## src/sv/sta_pkg.sv

```systemverilog
// sta_pkg: shared types and codes of the slot table allocator
// request kinds, result status codes and the controller/datapath interface structs
// no dependencies
package sta_pkg;

    // request kinds
    localparam logic [1:0] REQ_INSERT = 2'd0;
    localparam logic [1:0] REQ_FIND   = 2'd1;
    localparam logic [1:0] REQ_REMOVE = 2'd2;
    localparam logic [1:0] REQ_SEARCH = 2'd3;

    // result status codes
    localparam logic [2:0] ST_OK     = 3'd0;
    localparam logic [2:0] ST_BOUNDS = 3'd1;
    localparam logic [2:0] ST_FULL   = 3'd2;
    localparam logic [2:0] ST_EMPTY  = 3'd3;
    localparam logic [2:0] ST_ZERO   = 3'd4;

    // field widths
    localparam int TYPE_W   = 2;
    localparam int KEY_W    = 8;
    localparam int VALUE_W  = 32;
    localparam int RKEY_W   = 4;
    localparam int STATUS_W = 3;

    // commands from the controller to the datapath
    typedef struct packed {
        logic load;       // latch a new request, rewind the scan
        logic key_rd;     // read the slot at the request key
        logic scan_rd;    // read the slot at the scan index and step it
        logic scan_drain; // scan over, drop the pending compare
        logic finish;     // form the result, do the table update
    } sta_cmd_t;

    // status from the datapath to the controller
    typedef struct packed {
        logic [1:0] req_type;
        logic       zero_val;  // insert value is zero
        logic       key_oob;   // key beyond the table
        logic       hit;       // compared slot matches the scan target
        logic       scan_end;  // scan index past the last slot
    } sta_stat_t;

endpackage

```

## src/sv/sta_datapath.sv

```systemverilog
// sta_datapath: request registers, slot memory with valid bits, scan index and result registers
// depends on sta_pkg; driven by sta_ctrl through sta_cmd_t
module sta_datapath
    import sta_pkg::*;
#(
    parameter int TABLE_SLOTS = 16,
    parameter int FIRST_SLOT  = 2,
    parameter int VALUE_BITS  = 32
)
(
    input  logic                clk,
    input  logic                rst_n,
    input  sta_cmd_t            cmd,
    output sta_stat_t           stat,
    input  logic [TYPE_W-1:0]   req_type,
    input  logic [KEY_W-1:0]    req_key,
    input  logic [VALUE_W-1:0]  req_value,
    output logic [RKEY_W-1:0]   result_key,
    output logic [VALUE_W-1:0]  result_value,
    output logic [STATUS_W-1:0] status
);

    localparam int IDX_W = $clog2(TABLE_SLOTS);
    localparam int SPAN  = (TABLE_SLOTS > FIRST_SLOT) ? TABLE_SLOTS : FIRST_SLOT;
    localparam int CNT_W = $clog2(SPAN + 1);

    // request registers
    logic [TYPE_W-1:0]     type_reg;
    logic [KEY_W-1:0]      key_reg;
    logic [VALUE_BITS-1:0] val_reg;

    // slot memory and per-slot valid bits
    logic [VALUE_BITS-1:0]  mem [TABLE_SLOTS];
    logic [TABLE_SLOTS-1:0] vld_reg;
    logic [TABLE_SLOTS-1:0] vld_next;

    // read port and scan state
    logic [CNT_W-1:0]      idx_reg;
    logic [CNT_W-1:0]      idx_next;
    logic [IDX_W-1:0]      cmp_idx_reg;
    logic [VALUE_BITS-1:0] rd_data_reg;
    logic                  rd_vld_reg;
    logic                  rd_live_reg;
    logic                  rd_live_next;
    logic                  rd_en;
    logic [IDX_W-1:0]      rd_addr;

    // result registers
    logic [RKEY_W-1:0]   res_key_reg;
    logic [VALUE_W-1:0]  res_val_reg;
    logic [STATUS_W-1:0] res_st_reg;
    logic [RKEY_W-1:0]   res_key_next;
    logic [VALUE_W-1:0]  res_val_next;
    logic [STATUS_W-1:0] res_st_next;

    logic [VALUE_BITS-1:0] entry;
    logic [VALUE_BITS-1:0] target;
    logic                  match;
    logic                  key_oob;
    logic                  zero_val;
    logic                  mem_we;
    logic                  slot_free;

    // request latch
    always_ff @(posedge clk)
    begin
        if (cmd.load)
        begin
            type_reg <= req_type;
            key_reg  <= req_key;
            val_reg  <= VALUE_BITS'(req_value);
        end
    end

    // compare side
    assign entry    = rd_vld_reg ? rd_data_reg : '0;
    assign target   = (type_reg == REQ_INSERT) ? '0 : val_reg;
    assign match    = (entry == target);
    assign key_oob  = ({1'b0, key_reg} >= (KEY_W+1)'(TABLE_SLOTS));
    assign zero_val = (val_reg == '0);

    assign stat.req_type = type_reg;
    assign stat.zero_val = zero_val;
    assign stat.key_oob  = key_oob;
    assign stat.hit      = rd_live_reg && match;
    assign stat.scan_end = (idx_reg >= CNT_W'(TABLE_SLOTS));

    // read address select
    assign rd_en   = cmd.key_rd || cmd.scan_rd;
    assign rd_addr = cmd.key_rd ? key_reg[IDX_W-1:0] : idx_reg[IDX_W-1:0];

    // scan index and compare tracking
    always_comb
    begin
        idx_next     = idx_reg;
        rd_live_next = rd_live_reg;
        if (cmd.load)
        begin
            idx_next     = CNT_W'(FIRST_SLOT);
            rd_live_next = 1'b0;
        end
        else if (rd_en)
        begin
            rd_live_next = 1'b1;
            if (cmd.scan_rd)
            begin
                idx_next = idx_reg + 1'b1;
            end
        end
        else if (cmd.scan_drain)
        begin
            rd_live_next = 1'b0;
        end
    end

    // result and table update
    assign mem_we    = cmd.finish && (type_reg == REQ_INSERT) && !zero_val && stat.hit;
    assign slot_free = cmd.finish && (type_reg == REQ_REMOVE) && !key_oob
                       && rd_live_reg && (entry != '0);

    always_comb
    begin
        res_key_next = res_key_reg;
        res_val_next = res_val_reg;
        res_st_next  = res_st_reg;
        vld_next     = vld_reg;
        if (cmd.finish)
        begin
            res_key_next = '0;
            res_val_next = '0;
            res_st_next  = ST_OK;
            unique case (type_reg)
                REQ_INSERT:
                begin
                    if (zero_val)
                    begin
                        res_st_next = ST_ZERO;
                    end
                    else if (stat.hit)
                    begin
                        res_key_next = RKEY_W'(cmp_idx_reg);
                    end
                    else
                    begin
                        res_st_next = ST_FULL;
                    end
                end
                REQ_FIND, REQ_REMOVE:
                begin
                    if (key_oob)
                    begin
                        res_st_next = ST_BOUNDS;
                    end
                    else
                    begin
                        res_val_next = VALUE_W'(entry);
                        if (entry == '0)
                        begin
                            res_st_next = ST_EMPTY;
                        end
                    end
                end
                REQ_SEARCH:
                begin
                    if (stat.hit)
                    begin
                        res_key_next = RKEY_W'(cmp_idx_reg);
                    end
                    else
                    begin
                        res_st_next = ST_EMPTY;
                    end
                end
                default:
                begin
                    res_st_next = ST_EMPTY;
                end
            endcase
        end
        if (mem_we)
        begin
            vld_next[cmp_idx_reg] = 1'b1;
        end
        if (slot_free)
        begin
            vld_next[key_reg[IDX_W-1:0]] = 1'b0;
        end
    end

    // slot memory, one write and one read port
    always_ff @(posedge clk)
    begin
        if (mem_we)
        begin
            mem[cmp_idx_reg] <= val_reg;
        end
        if (rd_en)
        begin
            rd_data_reg <= mem[rd_addr];
            rd_vld_reg  <= vld_reg[rd_addr];
        end
        if (cmd.scan_rd)
        begin
            cmp_idx_reg <= idx_reg[IDX_W-1:0];
        end
        res_key_reg <= res_key_next;
        res_val_reg <= res_val_next;
        res_st_reg  <= res_st_next;
    end

    // control state: valid bits, scan index, compare flag
    always_ff @(posedge clk or negedge rst_n)
    begin
        if (!rst_n)
        begin
            vld_reg     <= '0;
            idx_reg     <= '0;
            rd_live_reg <= 1'b0;
        end
        else
        begin
            vld_reg     <= vld_next;
            idx_reg     <= idx_next;
            rd_live_reg <= rd_live_next;
        end
    end

    assign result_key   = res_key_reg;
    assign result_value = res_val_reg;
    assign status       = res_st_reg;

    // an insert only ever lands in a free slot
    a_write_free: assert property (@(posedge clk) disable iff (!rst_n)
        mem_we |-> !vld_reg[cmp_idx_reg])
        else $error("insert writes over an occupied slot");

    // a scan hit never points below the first usable slot
    a_hit_range: assert property (@(posedge clk) disable iff (!rst_n)
        (stat.hit && (type_reg == REQ_INSERT || type_reg == REQ_SEARCH))
            |-> (CNT_W'(cmp_idx_reg) >= CNT_W'(FIRST_SLOT)))
        else $error("scan hit below the first usable slot");

    // a freed slot reads as free afterwards
    a_free_done: assert property (@(posedge clk) disable iff (!rst_n)
        slot_free |=> !vld_reg[$past(key_reg[IDX_W-1:0])])
        else $error("remove did not free the slot");

endmodule

```

## src/sv/sta_ctrl.sv

```systemverilog
// sta_ctrl: request sequencing for the slot table allocator
// depends on sta_pkg; commands sta_datapath and owns the input ready and output valid
module sta_ctrl
    import sta_pkg::*;
(
    input  logic      clk,
    input  logic      rst_n,
    input  logic      in_valid,
    output logic      in_ready,
    output logic      out_valid,
    input  logic      out_ready,
    output sta_cmd_t  cmd,
    input  sta_stat_t stat
);

    typedef enum logic [1:0] {
        S_IDLE,
        S_CHECK,
        S_SCAN,
        S_FINISH
    } state_t;

    state_t state_reg;
    state_t state_next;
    logic   out_valid_reg;
    logic   out_valid_next;
    logic   out_free;

    assign in_ready  = (state_reg == S_IDLE);
    assign out_valid = out_valid_reg;
    assign out_free  = !out_valid_reg || out_ready;

    // next state and datapath commands
    always_comb
    begin
        state_next     = state_reg;
        cmd            = '0;
        out_valid_next = out_valid_reg && !out_ready;
        unique case (state_reg)
            S_IDLE:
            begin
                if (in_valid)
                begin
                    cmd.load   = 1'b1;
                    state_next = S_CHECK;
                end
            end
            S_CHECK:
            begin
                if (stat.req_type == REQ_FIND || stat.req_type == REQ_REMOVE)
                begin
                    cmd.key_rd = !stat.key_oob;
                    state_next = S_FINISH;
                end
                else if (stat.req_type == REQ_INSERT && stat.zero_val)
                begin
                    state_next = S_FINISH;
                end
                else
                begin
                    cmd.scan_rd = !stat.scan_end;
                    state_next  = S_SCAN;
                end
            end
            S_SCAN:
            begin
                if (stat.hit)
                begin
                    state_next = S_FINISH;
                end
                else if (stat.scan_end)
                begin
                    cmd.scan_drain = 1'b1;
                    state_next     = S_FINISH;
                end
                else
                begin
                    cmd.scan_rd = 1'b1;
                end
            end
            S_FINISH:
            begin
                if (out_free)
                begin
                    cmd.finish     = 1'b1;
                    out_valid_next = 1'b1;
                    state_next     = S_IDLE;
                end
            end
            default:
            begin
                state_next = S_IDLE;
            end
        endcase
    end

    // state and output valid
    always_ff @(posedge clk or negedge rst_n)
    begin
        if (!rst_n)
        begin
            state_reg     <= S_IDLE;
            out_valid_reg <= 1'b0;
        end
        else
        begin
            state_reg     <= state_next;
            out_valid_reg <= out_valid_next;
        end
    end

    // a result is never formed over one that is still waiting
    a_no_overwrite: assert property (@(posedge clk) disable iff (!rst_n)
        cmd.finish |-> (!out_valid_reg || out_ready))
        else $error("result register overwritten while stalled");

    // every finished request is offered downstream
    a_finish_valid: assert property (@(posedge clk) disable iff (!rst_n)
        cmd.finish |=> out_valid_reg)
        else $error("finished result not presented");

    // the scan stops reading once it has a hit
    a_stop_on_hit: assert property (@(posedge clk) disable iff (!rst_n)
        (state_reg == S_SCAN && stat.hit) |-> !cmd.scan_rd)
        else $error("scan continued past a hit");

endmodule

```

## src/sv/slot_table_allocator.sv

```systemverilog
// slot_table_allocator: top level of the slot table allocator
// Usage:
//   A table of TABLE_SLOTS value slots; a slot that holds zero is free.
//   Requests enter on the s_ channel: s_tuser carries the request kind
//   (insert, find, remove, search by value), s_tdata the key and the value.
//   Each request yields exactly one result on the m_ channel: m_tdata holds
//   the slot key and the value read, m_tuser the status code.
//   One request is worked on at a time. Find, remove (also with a key out of
//   bounds) and inserts of zero go from the check step straight to the final
//   step, which sets m_tvalid. Insert and search scan the slot memory from
//   FIRST_SLOT upward, one slot per cycle through its single registered read
//   port, and stop at the first hit or past the last slot for the final step.
//   The next request is accepted in the cycle after a result is formed.
//   s_tready is high whenever no request is in progress, also while a result
//   waits in the output register; when the receiver stalls, the next request
//   waits in its final step until the output register drains.
//   Reset clears the per-slot valid bits at once, so all slots read as free
//   from the first cycle after reset; no clearing pass is needed.
// Depends on sta_pkg, sta_ctrl and sta_datapath.
module slot_table_allocator
    import sta_pkg::*;
#(
    parameter int TABLE_SLOTS = 16,
    parameter int FIRST_SLOT  = 2,
    parameter int VALUE_BITS  = 32
)
(
    input  logic        clk,
    input  logic        rst_n,
    input  logic        s_tvalid,
    output logic        s_tready,
    input  logic [39:0] s_tdata,  // req_key [7:0], req_value [39:8]
    input  logic [1:0]  s_tuser,  // req_type [1:0]
    output logic        m_tvalid,
    input  logic        m_tready,
    output logic [39:0] m_tdata,  // result_key [3:0], result_value [35:4], zero [39:36]
    output logic [2:0]  m_tuser   // status [2:0]
);

    sta_cmd_t            cmd;
    sta_stat_t           stat;
    logic [RKEY_W-1:0]   result_key;
    logic [VALUE_W-1:0]  result_value;
    logic [STATUS_W-1:0] status;

    // request sequencing
    sta_ctrl u_ctrl (
        .clk       (clk),
        .rst_n     (rst_n),
        .in_valid  (s_tvalid),
        .in_ready  (s_tready),
        .out_valid (m_tvalid),
        .out_ready (m_tready),
        .cmd       (cmd),
        .stat      (stat)
    );

    // table storage and result forming
    sta_datapath #(
        .TABLE_SLOTS (TABLE_SLOTS),
        .FIRST_SLOT  (FIRST_SLOT),
        .VALUE_BITS  (VALUE_BITS)
    ) u_datapath (
        .clk          (clk),
        .rst_n        (rst_n),
        .cmd          (cmd),
        .stat         (stat),
        .req_type     (s_tuser),
        .req_key      (s_tdata[7:0]),
        .req_value    (s_tdata[39:8]),
        .result_key   (result_key),
        .result_value (result_value),
        .status       (status)
    );

    // output packing
    assign m_tdata = {4'b0000, result_value, result_key};
    assign m_tuser = status;

endmodule
```

## config.mk

```make
export PLATFORM = sky130hd
export DESIGN_NAME = slot_table_allocator
export DESIGN_NICKNAME = d
export VERILOG_FILES = /design/src/sv/sta_pkg.sv /design/src/sv/sta_datapath.sv /design/src/sv/sta_ctrl.sv /design/src/sv/slot_table_allocator.sv
export SDC_FILE = /design/constraint.sdc
export NUM_CORES = 1
export LEC_CHECK = 0
export BUFFER_PORTS_ARGS = -buffer_cell sky130_fd_sc_hd__buf_2
export CAP_MARGIN = 5
export CORE_ASPECT_RATIO = 2
export CORE_MARGIN = 5
export CORE_UTILIZATION = 55
export CTS_CLUSTER_DIAMETER = 120
export DETAILED_ROUTE_END_ITERATION = 12
export PLACE_DENSITY = 0.81
export SYNTH_ARGS = -nofsm -noshare
export SYNTH_HDL_FRONTEND = slang
export SYNTH_SLANG_ARGS = --single-unit
```

## constraint.sdc

```tcl
create_clock -name clk -period 4.4 [get_ports clk]
set_clock_uncertainty 0.1 [all_clocks]
set_input_delay 1.32 -clock clk [delete_from_list [all_inputs] [get_ports clk]]
set_output_delay 1.32 -clock clk [all_outputs]
set_load 0.005 [all_outputs]
```

== Word level (Yosys, flattened, before mapping) ==
Memories as Yosys holds them, arrays and structs flattened. A register that Yosys moved wholly into a read port is not among the register bits.
Cells that the tools add are included.
Storage, ports and cells
  flip-flop bits (word level): 111
  RAM bits: 512
  input port bits: 46
  output and inout bits: 45
  logic and storage cells: 118
  memories kept: 1
Memory list
  u_datapath.mem: depth 16, bits a word 32, read ports 1, clocked after memory_dff 1, wr ports 1, RTL line sta_datapath.sv:33  | logic [VALUE_BITS-1:0] mem [TABLE_SLOTS];
Cells by class
  add/subtract/negate cells: 1
  magnitude comparators: 7
  equality and inequality tests: 10
  muxes and demuxes: 50
  bitwise operators: 4
  reduce and logical (&&, ||, !) cells: 32
Operators by type and width (count)
  $logic_not A32 Y1: 2
  $mux W32: 2
  $eq A32 B32 Y1: 1
  $mux W16: 2
  $reduce_bool A32 Y1: 1
  $mux W1: 23
  $and A16 B16 Y16: 1
  $mux W2: 8
  $not A16 Y16: 1
  $or A16 B16 Y16: 1
  $lt A4 B5 Y1 const B: 3
  $mux W5: 3
  $logic_and A1 B1 Y1: 12
  $mux W4: 3
  $pmux W3 S3: 1
  $demux W1 S4: 2
  $eq A2 B2 Y1 const B: 4
  $ge A4 B1 Y1 const B: 2
  $ge A8 B5 Y1 const B: 1
  $pmux W2 S4: 1
  $pmux W4 S2: 1
  $mux W3: 2
  $add A5 B1 Y5 const B: 1
  $ge A5 B5 Y1 const B: 1
  other kinds (15): 25

== Longest topological paths before layout ==
  word-level depth: 10
  mapped depth: 13
  depth with buffers taken out: 9

== Cells and area by module ==
From an unflattened synthesis, not the netlist that was laid out.
Second synthesis, totals
  cells, all modules: 1354
  area total of the unflattened synthesis: 25779.7 um^2
By module, submodules not included
  sta_datapath: instances 1, cells an instance 1316, area an instance 25428.1 um^2, seq. area each 19468.7 um^2
  sta_ctrl: instances 1, cells an instance 33, area an instance 317.8 um^2, seq. area each 75.1 um^2
  slot_table_allocator: instances 1, cells an instance 5, area an instance 33.8 um^2, seq. area each 0.0 um^2

== Least setup slack after synthesis ==
No wires, ideal clock.
  path type: register to register
  start: register u_datapath.type_reg[0]
  end: memory u_datapath.mem[12][0] (enable)
  setup time: 0.463 ns
  arrival time: 4.230 ns
  required time: 3.837 ns
  slack: -0.394 ns
  cell stages (with the launch flop): 10
  buffers on the path: 2
  clock period less this slack: 4.794 ns
  cell sequence: edfxtp_1 -> inv_1 -> ha_1 -> clkbuf_1 -> buf_2 -> o21ai_0 -> nand4_1 -> o41ai_4 -> nand4_1 -> nor3_1
Between the ends
  word-level cells in the longest chain between the ends: 7
  elaborated cells between the ends (all ways): 9
  classes of those cells: 1 x eq/ne; 3 x mux; 5 x reduce/logical
RTL lines
  start: declaration: RTL line sta_datapath.sv:28  | logic [TYPE_W-1:0] type_reg;
  start signal: assignment: RTL line sta_datapath.sv:69  | type_reg <= req_type;
  $logic_not A2 Y1 (*): RTL line sta_datapath.sv:77, sta_datapath.sv:117
  $mux W32: RTL line sta_datapath.sv:77  | assign target = (type_reg == REQ_INSERT) ? '0 : val_reg;
  $eq A32 B32 Y1: RTL line sta_datapath.sv:78  | assign match = (entry == target);
  $logic_and A1 B1 Y1: RTL line sta_datapath.sv:85  | assign stat.hit = rd_live_reg && match;
  $logic_and A1 B1 Y1 (*): RTL line sta_datapath.sv:117  | assign mem_we = cmd.finish && (type_reg == REQ_INSERT) && !zero_val && stat.hit;
  $mux W1 (*): RTL line sta_datapath.sv:193  | if (mem_we)
  $mux W1 (implied by the code) (*): RTL line sta_datapath.sv:195  | mem[cmp_idx_reg] <= val_reg;
  end: declaration: RTL line sta_datapath.sv:33
Every way passes the cells marked *; elsewhere a longest branch is shown, timed or not.

== Worst setup path in the final report ==
  start: register u_datapath.type_reg[0]
  end: memory u_datapath.mem[0][14] (enable)
The elaborated chain is that of the path after synthesis.

==> metrics.csv <==
stage,metric,value,unit
run_status,status,completed,
run,max-cap viol count,0,
pwr,Clk pwr share,0.285,
placement,# port buffers,86,
worst_setup_path,CP endpoint kind,flip-flop,
timing,max-slew violations,0,
pwr,sequential share of power,0.488,
timing,actual slew at the worst max-slew pin,1.13,ns
global_route,first-pass GRT wire length,92200,um
worst_setup_path,max incr delay on CP,0.57,ns
synthesis,sequential area share after synthesis,0.748,
worst_setup_path,Crit Path Class,flip-flop to flip-flop,
placement,post-DP HPWL,39000,um
timing,Max-slew headroom,0.241,
clock_tree,clock sink count,655,
synthesis,synthesized area,26100,sq um
cells_and_area,area grow syn2layout,13.7,%
synthesis,Seq cells post-synth,655,
route,First-pass DRT Iterations,5,
hold_path,Worst Hold Class,flip-flop to flip-flop,
timing,RSZ-0062 raised after global routing,no,
floorplanning,Die ar.,52200,sq um
placement,Setup WS pre-CTS,0.569,ns
cells_and_area,fin area,29700,sq um
route,Starting DRT DRC Count,1768,
worst_setup_path,critical path arrival,4.07,ns
pwr,maximum VDD drop,0.000531,V
floorplanning,initial core utilization,0.553,
clock_tree,Clock Latency Late Sink,0.60,ns
global_route,vias in the first global route,14400,
cells_and_area,layout cell share with drive strength beyond 1,0.225,
clock_tree,CTS tree,yes,
placement,routability cong.,0.930,
cells_and_area,nets,1657,
synthesis,YS warnings,0,
clock_tree,Longest Clk Path Bufs,3,
clock_tree,H-tree levels,2,
pwr,combinational power share,0.227,
floorplanning,chip width,164,um
timing,fin crit period,3.94,ns
pwr,Sw Share,0.298,
global_route,initial antenna violation count,0,
pwr,Power Dens Cells,572,nW/um^2
timing,Setup Total Neg Slack,0,ns
global_route,Total GRT Usage,0.239,
clock_tree,number of CTS-inserted buffers,54,
timing,Final Cycle Share,0.896,
route,DR DRC count,0,
cells_and_area,Largest register FFs,512,
synthesis,post-synth top area share,0.724,
synthesis,synth top area cells,"edfxtp_1 (72%), mux4_2 (7.3%), mux2i_1 (3.9%)",
floorplanning,height of the die,318,um
worst_setup_path,Worst path slowest cell,nand4_1,
route,Routed Antenna Nets,0,
floorplanning,core box area,47200,sq um
clock_tree,"Hold-fix buffers, CTS",0,
route,routed length per instance,27.3,um
timing,final-report setup violation count,0,
worst_setup_path,CP Cell Sequence,"inv_1, ha_1, buf_4, nand2b_1, a22oi_1, nand4_1, o41ai_4, nand4_1, nor3_4, buf_4",
pwr,sw power,5070,uW
global_route,grt total ovfl,0,
synthesis,Mapped Cells,1438,
cells_and_area,Antenna diodes,0,
pwr,internal power,11900,uW
synthesis,commonest cells in the netlist,"edfxtp_1 (630), nand2_1 (104), mux2i_1 (103)",
route,vias per cell,6.27,
floorplanning,row count,113,
floorplanning,I/O pin count,91,
worst_setup_path,reg2reg setup slack,0.46,ns
synthesis,top-count cell post-synth,edfxtp_1,
worst_setup_path,Crit path required time,4.53,ns
worst_setup_path,"critical path fanouts, max",27,
timing,fin worst setup slack,0.458,ns
pwr,Leakage,0.0104,uW
clock_tree,Root Driver,clkbuf_16,
synthesis,"EDFF count, synth",630,
clock_tree,# resized after CTS,0,
placement,Post-Place Cell Area,27900,sq um
synthesis,leading area contributor after synthesis,edfxtp_1,
cells_and_area,"Most flops, register",u_datapath.mem,
synthesis,top_reg_cell synth,edfxtp_1,
worst_setup_path,CP Buf/Inv Count,3,
global_route,largest net degree at the start of global routing,60,
timing,Final Hold Vio Count,0,
worst_setup_path,startpoint types,flip-flop,
synthesis,"Avg Cell Area, Syn",18.2,sq um
synthesis,Yosys cell types,71,
synthesis,asr flop ratio synth,0.0382,
route,WL final,62200,um
clock_tree,"CTS clk-pin slew, worst paths",0.07,ns
timing,Fmax,254,MHz
route,via count,14300,
worst_setup_path,Top Family by Delay on Critical Path,simple AND/OR/NAND/NOR gates,
clock_tree,number of setup buffers added after CTS,0,
==> cell families after synthesis <==
| kind of cell | count (synthesis) | share of synthesized area |
|---|---|---|
| adders and majority gates | 9 | 0.00431 |
| and+or+nand+nor | 324 | 0.0654 |
| AOI/OAI and AO/OA | 153 | 0.0425 |
| other | 1 | 0.000144 |
| xor gates and xnor gates | 1 | 0.000335 |
| muxes | 192 | 0.115 |
| DFF | 655 | 0.748 |
| buffers and inverters | 103 | 0.0235 |
==> power groups by stage <==
stage          clock, uW  sequential, uW  combinational, uW
6_report            4840            8290               3860
3_3_place_gp           0            8360               3750
5_1_grt             5170            8290               4130
4_1_cts             4900            8250               3880
3_5_place_dp           0            8380               3820
2_1_floorplan          0            8080               2580
==> per-layer routing <==
| metal | vias up | global-route usage | share of wire |
|---|---|---|---|
| met2 | 920 | 0.395 | 0.50 |
| met1 | 7126 | 0.310 | 0.34 |
| li1 | 6056 | - | - |
| met4 | 0 | 0.112 | 0.057 |
| met5 | - | 0 | 0 |
| met3 | 187 | 0.0408 | 0.098 |
==> final timing paths <==
check | from | end | depth (start not counted)
min | u_datapath.vld_reg[1] | u_datapath.vld_reg[1] | 1
min in group asynchronous | rst_n | u_ctrl.out_valid | 1
max | u_datapath.type_reg[0] | u_datapath.mem[0][14] | 10
max reg2reg | u_datapath.type_reg[0] | u_datapath.mem[0][14] | 10
max in group asynchronous | rst_n | u_datapath.vld_reg[1] | 1
min reg2reg | u_datapath.vld_reg[1] | u_datapath.vld_reg[1] | 1
==> cell usage in the layout, fill, tap and decap left out, drive strengths merged, types with 32 or more instances in the layout <==
cell and count:
and2 39, nand2 104, inv 37, mux2i 105, nand2b 32, nand3 37
mux4 85, buf 172, edfxtp 630, clkbuf 72
==> metrics by stage <==
stage	hold slack, ns	total power (uW)	cells	util
after floorplan	0.357	10700	1441	-
after global routing	0.427	17600	2278	0.629
after global placement	0.376	12100	2178	0.591
after CTS	0.405	17000	2278	0.629
after detailed placement	0.391	12200	2178	0.591
final	0.411	17000	2278	0.629
==> area by class of cell <==
cell class                      instances  area, sq um
Inverter                               36          135
Sequential cell                       655        19500
Multi-Input combinational cell        683         6130
Clock inverter                         28          312
Clock buffer                           72         1480
Timing Repair Buffer                  172         1290
Fill cell                            3195        17500
Tap cell                              632          791
==> worst reg2reg max path: cells and delay by family (launching register included) <==
kind	cells	cell delay, ns
AOI/OAI and AO/OA	2	0.70
adders and majority gates	1	0.38
buffers and inverters	3	0.83
DFF	1	0.36
and+or+nand+nor	4	1.20
No activity file was read; power rests on OpenSTA's default activity.
